## src/design/topic_subscription_matcher_assert.svh

```systemverilog
// Assertion macros shared by the matcher modules.
// Expects signals named clk and rst in the module that uses them.
`ifndef TOPIC_SUBSCRIPTION_MATCHER_ASSERT_SVH
`define TOPIC_SUBSCRIPTION_MATCHER_ASSERT_SVH

// same-cycle implication
`define TSM_ASSERT_NOW(label, ante, cons) \
  label: assert property (@(posedge clk) disable iff (rst) (ante) |-> (cons)) \
    else $error("tsm assertion failed");

// next-cycle implication
`define TSM_ASSERT_NEXT(label, ante, cons) \
  label: assert property (@(posedge clk) disable iff (rst) (ante) |=> (cons)) \
    else $error("tsm assertion failed");

`endif

```

## src/design/tsm_pkg.sv

```systemverilog
// Shared constants, codes and controller/datapath interface types
// for the topic subscription matcher. No dependencies.
package tsm_pkg;

  localparam int NUM_TOPICS_DEF      = 256;
  localparam int SLOTS_PER_TOPIC_DEF = 8;
  localparam int MAX_RESULTS         = 8;

  localparam logic [15:0] GROUP_MASK = 16'hFF00;

  localparam logic [1:0] OP_SUB   = 2'd0;
  localparam logic [1:0] OP_UNSUB = 2'd1;
  localparam logic [1:0] OP_PUB   = 2'd2;
  localparam logic [1:0] OP_NOP   = 2'd3;

  localparam logic [2:0] ST_OK        = 3'd0;
  localparam logic [2:0] ST_BAD_TOPIC = 3'd1;
  localparam logic [2:0] ST_DUPLICATE = 3'd2;
  localparam logic [2:0] ST_ROW_FULL  = 3'd3;
  localparam logic [2:0] ST_ABSENT    = 3'd4;

  typedef struct packed {
    logic latch;
    logic vread;
    logic quick_emit;
    logic rd;
    logic finish;
  } cmd_t;

  typedef struct packed {
    logic quick;
  } sts_t;

  typedef struct packed {
    logic [7:0]  requester;
    logic [7:0]  handler;
    logic [15:0] topic;
  } entry_t;

endpackage

```

## src/design/tsm_ctrl.sv

```systemverilog
// Sequencer for the matcher: accept, row check, slot scan, drain, finish.
// Depends on tsm_pkg and topic_subscription_matcher_assert.svh.
module tsm_ctrl #(
  parameter int SLOTS_PER_TOPIC = tsm_pkg::SLOTS_PER_TOPIC_DEF,
  localparam int SLOT_W = (SLOTS_PER_TOPIC > 1) ? $clog2(SLOTS_PER_TOPIC) : 1
) (
  input  logic              clk,
  input  logic              rst,
  input  logic              start,
  output logic              busy,
  input  tsm_pkg::sts_t     sts,
  output tsm_pkg::cmd_t     cmd,
  output logic [SLOT_W-1:0] scan_slot
);
  import tsm_pkg::*;
  `include "topic_subscription_matcher_assert.svh"

  localparam logic [2:0] S_IDLE   = 3'd0;
  localparam logic [2:0] S_CHECK  = 3'd1;
  localparam logic [2:0] S_SCAN   = 3'd2;
  localparam logic [2:0] S_DRAIN  = 3'd3;
  localparam logic [2:0] S_FINISH = 3'd4;

  logic [2:0]        state, state_next;
  logic [SLOT_W-1:0] slot, slot_next;

  always_comb begin
    state_next = state;
    slot_next  = slot;
    unique case (state)
      S_IDLE: begin
        if (start) state_next = S_CHECK;
      end
      S_CHECK: begin
        slot_next  = '0;
        state_next = sts.quick ? S_IDLE : S_SCAN;
      end
      S_SCAN: begin
        slot_next = slot + SLOT_W'(1);
        if (slot == SLOT_W'(SLOTS_PER_TOPIC - 1)) state_next = S_DRAIN;
      end
      S_DRAIN:  state_next = S_FINISH;
      S_FINISH: state_next = S_IDLE;
      default:  state_next = S_IDLE;
    endcase
  end

  always_ff @(posedge clk) begin
    if (rst) begin
      state <= S_IDLE;
      slot  <= '0;
    end else begin
      state <= state_next;
      slot  <= slot_next;
    end
  end

  assign busy           = (state != S_IDLE);
  assign scan_slot      = slot;
  assign cmd.latch      = (state == S_IDLE) && start;
  assign cmd.vread      = (state == S_CHECK) && !sts.quick;
  assign cmd.quick_emit = (state == S_CHECK) && sts.quick;
  assign cmd.rd         = (state == S_SCAN);
  assign cmd.finish     = (state == S_FINISH);

  `TSM_ASSERT_NEXT(a_busy_after_accept, start && !busy, busy)
  `TSM_ASSERT_NEXT(a_finish_to_idle, cmd.finish, !busy)
  `TSM_ASSERT_NOW(a_scan_in_range, cmd.rd, scan_slot <= SLOT_W'(SLOTS_PER_TOPIC - 1))

endmodule

```

## config.mk

```make
export PLATFORM = sky130hd
export DESIGN_NAME = tsm_ctrl
export DESIGN_NICKNAME = d
export VERILOG_FILES = /design/src/design/tsm_pkg.sv /design/src/design/tsm_ctrl.sv
export VERILOG_INCLUDE_DIRS = /design/src /design/src/design
export SDC_FILE = /design/constraint.sdc
export NUM_CORES = 1
export LEC_CHECK = 0
export ABC_AREA = 1
export BUFFER_PORTS_ARGS = -buffer_cell sky130_fd_sc_hd__buf_2
export CAP_MARGIN = 10
export CORE_AREA = 4 4 41 43
export CTS_CLUSTER_DIAMETER = 100
export DETAILED_ROUTE_END_ITERATION = 10
export DIE_AREA = 0 0 45 47
export PLACE_DENSITY = 0.49
export SYNTH_ARGS = -nofsm -noshare
export SYNTH_HDL_FRONTEND = slang
export SYNTH_SLANG_ARGS = --single-unit
```

## constraint.sdc

```tcl
create_clock -name clk -period 1.1 [get_ports clk]
set_input_delay 0.11 -clock clk [delete_from_list [all_inputs] [get_ports clk]]
set_output_delay 0.11 -clock clk [all_outputs]
set_load 0.1 [all_outputs]
```

==> Word level (Yosys, flattened, before mapping) <==
Cells that the tools add are included.
{ "classes": {"n_eq_ne": 7, "n_reduce_logical": 8, "n_addsub": 1, "n_mux": 5} }
{ "op_table": {"columns": ["cell", "count"], "rows": [
  ["$pmux W3 S4", 1],
  ["$eq A3 B2 Y1 const B", 2],
  ["$eq A3 B3 Y1 const B", 2],
  ["$mux W3", 2],
  ["$pmux W3 S2", 1],
  ["$add A3 B1 Y3 const B", 1],
  ["$eq A3 B1 Y1 const B", 1],
  ["$logic_and A1 B1 Y1", 3],
  ["$logic_not A3 Y1", 1],
  ["$reduce_bool A3 Y1", 1],
  ["$mux W2", 1],
  ["$ne A2 B1 Y1 const B", 1],
  ["$ne A2 B2 Y1 const B", 1],
  ["$reduce_and A2 Y1", 1],
  ["$reduce_bool A2 Y1", 1],
  ["$logic_not A1 Y1", 1]
]} }
{ "word_totals": {"elab_cells": 23, "out_inout_bits": 9, "regBits": 6} }

==> Logic depth before layout (Yosys ltp) <==
Gate-level depths: netlist (run 1).
{ "depth": {"ltp_word": 3, "depth_mapped": 5, "mapped_depth_nobuf": 5} }

==> Worst setup path after synthesis (run 1) <==
OpenSTA, ideal clock, no wires.
{ "synth_timing": {"path_kind": "register to output", "startpoint": "register state[2]", "endpoint": "output cmd[4] in the netlist's numbering", "path_slack_ns": -1.587, "stages_incl_launch_ff": 4, "n_path_buf": 0, "arrival_ns": 2.577, "cell_sequence": "dfxtp_1 -> nor2_4 -> nand2_1 -> nor2_1"} }
{ "synth_lines": {"columns": ["item", "line_no", "source"], "rows": [
  ["from (decl)", "tsm_ctrl.sv:24", "logic [2:0] state, state_next;"],
  ["from (signal assigned)", "tsm_ctrl.sv:53", "state <= state_next;"],
  ["to (decl)", "tsm_ctrl.sv:12", "output tsm_pkg::cmd_t cmd,"]
]} }

==> results of run 1 <==
## cell usage after synthesis
cell	n
nand2_1	7
nor2_1	7
dfxtp_1	6
inv_1	6
a21oi_1	4
nand3_1	3
ha_1	2
nor3_1	2
clkinv_2	1
nand2_4	1
nor2_4	1
o21ai_1	1
## critical path: stages, from the launching register on
cell and delay, ps:
dfxtp_2 350, nor2_4 220, nand2_8 80, nor2_4 100, buf_12 180
## power breakdown
group	total, mW	leakage, nW	internal, mW	switching [mW]
Clock	0.233	0.0150	0.138	0.0950
Sequential	0.250	0.0527	0.226	0.0236
Combinational	0.428	0.202	0.152	0.276
## through the flow
stage | worst slack (ps) | total power [mW] | std cells
finish | -200 | 0.912 | 74
global route | -259 | 0.954 | 74
CTS | -209 | 0.901 | 73
detailed placement | 27.6 | 0.660 | 69
global placement | 41.8 | 0.657 | 69
floorplan | -262 | 0.518 | 41
## cell type report
class                           count  share of cell area
Tap cell                           15              0.0273
Timing Repair Buffer               14               0.324
Sequential cell                     6               0.200
Clock buffer                        4              0.0383
Inverter                            7              0.0619
Multi-Input combinational cell     28               0.348
## layout by cell type (no fill, tap or decap), types with 2 or more instances in the layout
master / count
buf_2: 3
nand3_1: 2
nand2_2: 2
nor3_1: 2
nor2_1: 3
nor2_4: 5
buf_12: 10
clkbuf_4: 3
ha_4: 2
inv_1: 4
dfxtp_4: 4
dfxtp_2: 2
nand2_1: 4
a21oi_1: 4
## layer usage
layer | global-route usage | vias up
li1 | - | 163
met1 | 0.121 | 151
met2 | 0.147 | 11
met3 | 0.0421 | 2
met4 | 0.105 | 0
met5 | 0 | -
## final timing paths
| check | slack (ps) | to | depth (start not counted) | from |
|---|---|---|---|---|
| hold / removal | 70 | scan_slot[2] | 2 | rst |
| setup reg to reg | 100 | scan_slot[2] | 4 | scan_slot[1] |
| hold reg to reg | 500 | state[2] | 1 | state[2] |
| setup / recovery | -200 | cmd[4] | 4 | state[2] |
## flip-flops by register name, summed over array words and instances, names as in the netlist
name       cells
scan_slot      3
state          3
## repair_timing
| item | CTS | global route |
|---|---|---|
| setup endpoints to repair | 6 | 6 |
| pin swaps | 2 | 1 |
| resized for setup | 3 | 5 |
| setup buffers | 0 | 1 |
## cells by family after synthesis
group	count (synthesis)	share of synthesized area
DFF	6	0.403
AOI/OAI and AO/OA	5	0.0840
buffers and inverters	7	0.0924
and+or+nand+nor	21	0.336
adders and majority gates	2	0.0840
==> metrics.md, run 1 <==
| Metric | Value |
|---|---|
| CTS Buffer Depth | 2 |
| Peak supply drop | approximately 720 µV |
| Detail Route Antenna Nets | 0 |
| WL per Instance | between 10 and 15 µm |
| Setup-failing EPs final | 6 |
| Sequential share of the synthesized area | 0.403 |
| Fin crit share | 1.18 |
| M1 WL | 340 µm |
| TritonCTS buffer count | 3 |
| Max Freq | approximately 770 MHz |
| Root buf cell | clkbuf_4 |
| Crit path required time | 990 ps |
| Met3 routed WL | around 63 µm |
| Final Cell Area | 687 µm² |
| Area of placed instances | slightly above 600 µm² |
| CTS tree | yes |
| Clk sinks | 6 |
| Leakage power | 0.270 nW |
| CP startpoint kind | flop |
| Clock Latency Late Sink | 250 ps |
| Starting Density | 0.229 |
| Fin. Hold Viols | 0 |
| Top Metal Used | met4 |
| Rows | 13 |
| Die footprint | about 2100 µm² |
| Worst slew pin tran | roughly 220 ps |
| Yosys cell types | 12 |
| Initial antenna violation count | 0 |
| Crit Path Class | flop to output port |
| GPL Wtd Cong | 0.717 |
| Fin nets | 66 |
| Synth Instances | 41 |
| CP arrival | around 1200 ps |
| Fillers | 117 |
| Grt total ovfl | 0 |
| Drt total wl | 880 µm |
| Initial DRC Count | 2 |
| Maximum Capacitance Violations | 0 |
| Worst setup margin | -200 ps |
| Worst hold margin | around 72 ps |
| Pwr Density | ~1300 nW/µm² |
| CP max FO | 4 |
| Area growth, synth to finish | 131% |
| Chip width | 45 µm |
| Status | finished with violations |
| Hold-fix buffers, CTS | 0 |
| Fraction of layout cells with a size suffix above 1 | 0.644 |
| Drt pass-1 iters | 4 |
| Failing checks | negative setup slack |
| Worst Hold Class | primary input to flop |
| Setup TNS | -918 ps |
| DP HPWL | roughly 610 µm |
| I/O Pins | 13 |
| Via density | between 4 and 5 |
| Critical path endpoint category | output port |
| Unrepaired setup endpoints after global routing | true |
| Clock transition at the registers of the reported paths | roughly 60 ps |
| Register area | roughly 140 µm² |
| H-tree level count | 1 |
| Utilization after layout | 0.528 |
| Vias in the first global route | ~340 |
| Mean Syn Cell Area | between 7 and 8 µm² |
| First-pass GRT wire length | ~1500 µm |
| All-Layer GR Usage | 0.106 |
| Mapped cell area | just under 300 µm² |
| Final max-slew violation count | 0 |
| Yosys warnings | 0 |
| Tmin final | roughly 1300 ps |
| # DRC | 0 |
| Core box area | approximately 1300 µm² |
| Top post-synthesis cells by area | dfxtp_1 40%, nand2_1 8.8%, nor2_1 8.8% |
| Antenna cells | 0 |
| Yosys reg bits | 6 |
| Die Height | 47 µm |
| Buffers on Ports | 12 |
| Largest net degree at the start of global routing | 7 |
| Area of the multi-input gates | 239 µm² |
| Leading area contributor after synthesis | dfxtp_1 |
| Worst relative slew slack | 0.855 |
| Clock Skews | 11.0 ps |
| Mapped Nets | 47 |
| Via count of the routed design | ~330 |
| Yosys top cell area share | 0.403 |
| Met2 wire len | 461 µm |
(Power assumes the default switching activity.)
==> inputs of run 2 (changes only) <==
==> constraint.sdc (replaced) <==
create_clock -name clk -period 1.2 [get_ports clk]
set_input_delay 0.12 -clock clk [delete_from_list [all_inputs] [get_ports clk]]
set_output_delay 0.12 -clock clk [all_outputs]
set_load 0.1 [all_outputs]
==> metrics.md, run 2 (synthesis gave the netlist of run 1 again) <==
| Metric | Value |
|---|---|
| Status | finished with violations |
| Failing checks | negative setup slack |
| I/O Pins | 13 (unchanged) |
| Fin crit share | 1.06 |
| Clock transition at the registers of the reported paths | 60 ps (about the same) |
| H-tree level count | 1 (unchanged) |
| Starting Density | 0.229 (unchanged) |
| Crit path required time | 1080 ps (+90 ps) |
| Core box area | 1300 µm² (unchanged) |
| Fraction of layout cells with a size suffix above 1 | 0.629 (-0.0150) |
| Leakage power | 0.279 nW (+3.4%) |
| Busiest layer in global routing | met2 |
| Clock Skews | 11.2 ps (+0.219 ps) |
| Drt pass-1 iters | 3 (-1) |
| GRT met2 Usage | 0.150 (+0.00282) |
| Worst setup margin | -69.0 ps (+131 ps) |
| Drt total wl | 780 µm (-11%) |
| Worst Hold Class | primary input to flop |
| Antenna cells | 0 (unchanged) |
| Setup TNS | -176 ps (+742 ps) |
| First-pass GRT wire length | 1440 µm (-5.8%) |
| Crit Path Class | flop to output port |
| GPL Wtd Cong | 0.699 (-2.5%) |
| CTS Buffer Depth | 2 (unchanged) |
| Area of placed instances | 541 µm² (-13%) |
| Buffers on Ports | 12 (unchanged) |
| Commonest non-fill, non-tap cells in the layout | 8 x buf_12, 6 x dfxtp_4, 5 x buf_4 |
| CTS tree | yes |
| TritonCTS buffer count | 3 (unchanged) |
| Largest net degree at the start of global routing | 7 (unchanged) |
| WL per Instance | 10.1 µm (-15%) |
| Rows | 13 (unchanged) |
| All-Layer GR Usage | 0.0957 (-0.0104) |
| Worst relative slew slack | 0.680 (-0.175) |
| Final max-slew violation count | 0 (unchanged) |
| Pwr Density | 1280 nW/µm² (-3.7%) |
| Tmin final | 1270 ps |
| Via density | 4.34 (-1.8%) |
| # DRC | 0 (unchanged) |
| Initial DRC Count | 8 (+6) |
| Vias in the first global route | 335 (-0.30%) |
| Initial antenna violation count | 0 (unchanged) |
| Grt total ovfl | 0 (unchanged) |
| Die Height | 47 µm (unchanged) |
| CP arrival | 1150 ps (-40 ps) |
| Max Freq | approximately 790 MHz |
| Die footprint | 2120 µm² (unchanged) |
| CP max FO | 3 (-1) |
| Critical path endpoint category | output port |
| Chip width | 45 µm (unchanged) |
| Hold-fix buffers, CTS | 0 (unchanged) |
| Setup-failing EPs final | 4 (-2) |
| Root buf cell | clkbuf_4 |
| Worst slew pin tran | 483 ps (+266 ps) |
| Largest registers | scan_slot x3, state x3 |
| CP startpoint kind | flop |
| Fin. Hold Viols | 0 (unchanged) |
| Via count of the routed design | 334 (+2.1%) |
| Area growth, synth to finish | 116% |
| Met3 Track Usage GR | 0.0345 (-0.00766) |
| Final Cell Area | 643 µm² (-6.4%) |
| Grt met1 use | 0.107 (-0.0140) |
| Fin nets | 69 (+4.5%) |
| Detail Route Antenna Nets | 0 (unchanged) |
| Commonest non-fill, non-tap cell in the layout | buf_12 |
| Peak supply drop | 678 µV (-6.1%) |
| Clk sinks | 6 (unchanged) |
| Unrepaired setup endpoints after global routing | true |
| DP HPWL | 540 µm (-11%) |
| Maximum Capacitance Violations | 0 (unchanged) |
| Clock Latency Late Sink | 250 ps (about the same) |
[run 2: cell count changes in the layout (fill, tap and decap cells not counted), sizes merged]
cell | previous run | this run
buf | 14 | 17
[run 2: final cells by class]
class	instances	area (µm²)
fill	128	658
timing repair buffer	17	218
multi-input combinational	28	200
sequential	6	143
inverter	7	37.5
clock buffer	4	26.3
tap	15	18.8
[run 2: worst paths after layout]
check        startpoint           end  slack (ps)  depth (start not counted)
max            state[0]        cmd[4]         -70                          4
min                 rst  scan_slot[2]          80                          2
max reg2reg    state[2]  scan_slot[0]          40                          6
min reg2reg    state[2]      state[2]         500                          1
[run 2: repair_timing]
| item | in CTS | in global routing |
|---|---|---|
| gates resized for setup | 10 | 4 |
| hold endpoints to repair | 0 | 0 |
| buffers inserted | 3 | 2 |
| endpoints found under the setup margin | 5 | 5 |
| pin swaps | 5 | 3 |
[run 2: layer usage]
layer  part of all wire  routed length (µm)  vias up
li1                   -                   -      175
met4              0.018                  14        0
met1               0.43                 337      145
met3              0.097                  76        2
met2               0.45                 352       12
met5                  0                   0        -
[run 2: per-stage QoR]
step           total power [mW]   util  cells  worst slack (ps)  hold slack (ps)
3_5_place_dp              0.570  0.415     68               114              344
6_report                  0.822  0.494     77             -69.0             76.6
5_1_grt                   0.855  0.494     77              -107              104
3_3_place_gp              0.571  0.415     68               113              346
4_1_cts                   0.816  0.475     75             -63.1             75.4
2_1_floorplan             0.454      -     41              -219              179
[run 2: worst max-delay path, stage by stage, from the launching register on]
cell	delay [ps]
dfxtp_4	350
nor2_4	180
nand2_4	90
nor2_4	100
buf_12	180
[run 2: report_power, final]
| group | internal (mW) | total [mW] | switching, mW |
|---|---|---|---|
| Clock | 0.127 | 0.211 | 0.0844 |
| Sequential | 0.205 | 0.223 | 0.0187 |
| Combinational | 0.143 | 0.387 | 0.245 |
==> inputs of run 3 (changes only) <==
--- a/config.mk
+++ b/config.mk
@@ -14,6 +14,7 @@
 export DETAILED_ROUTE_END_ITERATION = 10
 export DIE_AREA = 0 0 45 47
 export PLACE_DENSITY = 0.49
+export SETUP_SLACK_MARGIN = 0.1
 export SYNTH_ARGS = -nofsm -noshare
 export SYNTH_HDL_FRONTEND = slang
 export SYNTH_SLANG_ARGS = --single-unit
==> metrics.md, run 3 (synthesis gave the netlist of run 1 again) <==
| Metric | Value |
|---|---|
| CTS Buffer Depth | 2 (unchanged) |
| Leakage power | 0.279 nW (about the same) |
| CP max FO | 3 (unchanged) |
| Pwr Density | 1160 nW/µm² (-8.9%) |
| Largest registers | scan_slot x3, state x3 |
| R2R Path Start | state[0] |
| Initial antenna violation count | 0 (unchanged) |
| Hold_sp | rst |
| GPL Wtd Cong | 0.721 (+3.1%) |
| Root buf cell | clkbuf_4 |
| Commonest non-fill, non-tap cell in the layout | buf_12 |
| Chip width | 45 µm (unchanged) |
| CP arrival | 1190 ps (+40 ps) |
| CP startpoint kind | flop |
| Worst setup margin | -106 ps (-37.1 ps) |
| Clock transition at the registers of the reported paths | 40 ps (-20 ps) |
| Drt total wl | 853 µm (+9.4%) |
| Worst reg2reg path depth | 5 (-1) |
| Setup TNS | -310 ps (-134 ps) |
| Final max-slew violation count | 0 (unchanged) |
| Antenna cells | 0 (unchanged) |
| Hold Path Depth | 2 (unchanged) |
| Fin. Hold Viols | 0 (unchanged) |
| Starting Density | 0.229 (unchanged) |
| TritonCTS buffer count | 3 (unchanged) |
| Critical path endpoint category | output port |
| Rows | 13 (unchanged) |
| Hold-fix buffers, CTS | 0 (unchanged) |
| Max Freq | 766 MHz (-2.8%) |
| Utilization after layout | 0.548 (+0.0538) |
| Crit Path Class | flop to output port |
| Die Height | 47 µm (unchanged) |
| Clock Skews | 1.51 ps (-9.67 ps) |
| Total power | 830 µW (+0.98%) |
| Setup-failing EPs final | 4 (unchanged) |
| Die footprint | 2120 µm² (unchanged) |
| Clock Latency Late Sink | 250 ps (about the same) |
| Via count of the routed design | 337 (+0.90%) |
| Core box area | 1300 µm² (unchanged) |
| Critical Path End | cmd[4] |
| All-Layer GR Usage | 0.0989 (+0.00316) |
| Buffers on Ports | 12 (unchanged) |
| Inst Count DP | 68 (unchanged) |
| Drt pass-1 iters | 4 (+1) |
| Maximum Capacitance Violations | 0 (unchanged) |
| Failing checks | negative setup slack |
| Status | finished with violations |
| Via density | 4.49 (+3.6%) |
| Vias in the first global route | 334 (-0.30%) |
| RR Endpoint | state[0] |
| Fraction of layout cells with a size suffix above 1 | 0.683 (+0.0543) |
| R2R Setup Slk | 120 ps (+80 ps) |
| CP startpoint | state[0] |
| Largest net degree at the start of global routing | 7 (unchanged) |
| Crit path required time | 1080 ps (about the same) |
| Area growth, synth to finish | 139% |
| # DRC | 0 (unchanged) |
| Worst relative slew slack | 0.852 (+0.172) |
| Initial DRC Count | 9 (+1) |
| Fin crit share | 1.09 (+0.0309) |
| Grt total ovfl | 0 (unchanged) |
| Unrepaired setup endpoints after global routing | true |
| Fin nets | 68 (-1.4%) |
| Tmin final | 1310 ps (+37.1 ps) |
| Worst Hold Class | primary input to flop |
| Non-filler instance count after layout | 75 (-2.6%) |
| Worst slew pin tran | 221 ps (-262 ps) |
| H-tree level count | 1 (unchanged) |
| Detail Route Antenna Nets | 0 (unchanged) |
| I/O Pins | 13 (unchanged) |
| CTS tree | yes |
| WL per Instance | 11.4 µm (+12%) |
| DP HPWL | 569 µm (+5.4%) |
| Peak supply drop | 657 µV (-3.1%) |
| Clk sinks | 6 (unchanged) |
| First-pass GRT wire length | 1460 µm (+1.9%) |
| Commonest non-fill, non-tap cells in the layout | 10 x buf_12, 6 x dfxtp_4, 5 x nor2_4 |
run 3: changes by cell type in the layout (fill, tap and decap cells not counted):
cell      change
nand2_4       +1
buf_4         -2
buf_2         -1
buf_12        +2
ha_1          -2
inv_4         -1
clkbuf_1      -1
inv_6         +1
nand2_8       +1
nor2_4        +1
nand2_2       -2
ha_4          +2
nor2_1        -1
run 3: power breakdown:
group	switching, mW	internal, mW
sequential	0.0215	0.205
combinational	0.260	0.156
clock	0.0745	0.113
total	0.356	0.474
run 3: worst min-delay path by stage:
stage,endpoint,slack [ps]
2_1_floorplan,scan_slot[1],180
3_3_place_gp,state[1],350
3_5_place_dp,state[1],340
4_1_cts,state[1],80
5_1_grt,state[1],100
6_report,state[1],90
run 3: cell type report:
cell class | instances | area [µm²]
flip-flops and latches | 6 | 143
inverters | 7 | 40.0
repair buffers | 16 | 238
clock buffers | 3 | 22.5
well taps | 15 | 18.8
fillers | 124 | 588
multi-input cells | 28 | 251
run 3: timing repair:
action	4_1_cts	5_1_grt
cloned	0	0
endpoints found under the setup margin	6	7
pin swaps	3	6
buffers inserted	0	4
gates resized for setup	5	6
run 3: metal layers:
layer	up-vias	share of wire	GRT usage	routed length, µm
li1	171	-	-	-
met1	149	0.34	0.119	289
met2	13	0.55	0.141	472
met3	4	0.087	0.0307	74
met4	0	0.020	0.0877	17
met5	-	0	0	0
run 3: worst max-delay path: stages (launching register included):
cell     delay [ps]
dfxtp_4         350
nor2_4          220
nand2_8          90
nor2_4          100
buf_12          180
run 3: metrics by stage:
stage          hold slack (ps)  area, µm²  setup slack (ps)
6_report                  86.8        713              -106
3_3_place_gp               346        606               125
5_1_grt                    101        713              -142
4_1_cts                   81.5        643              -113
3_5_place_dp               343        606               122
2_1_floorplan              179        392              -172
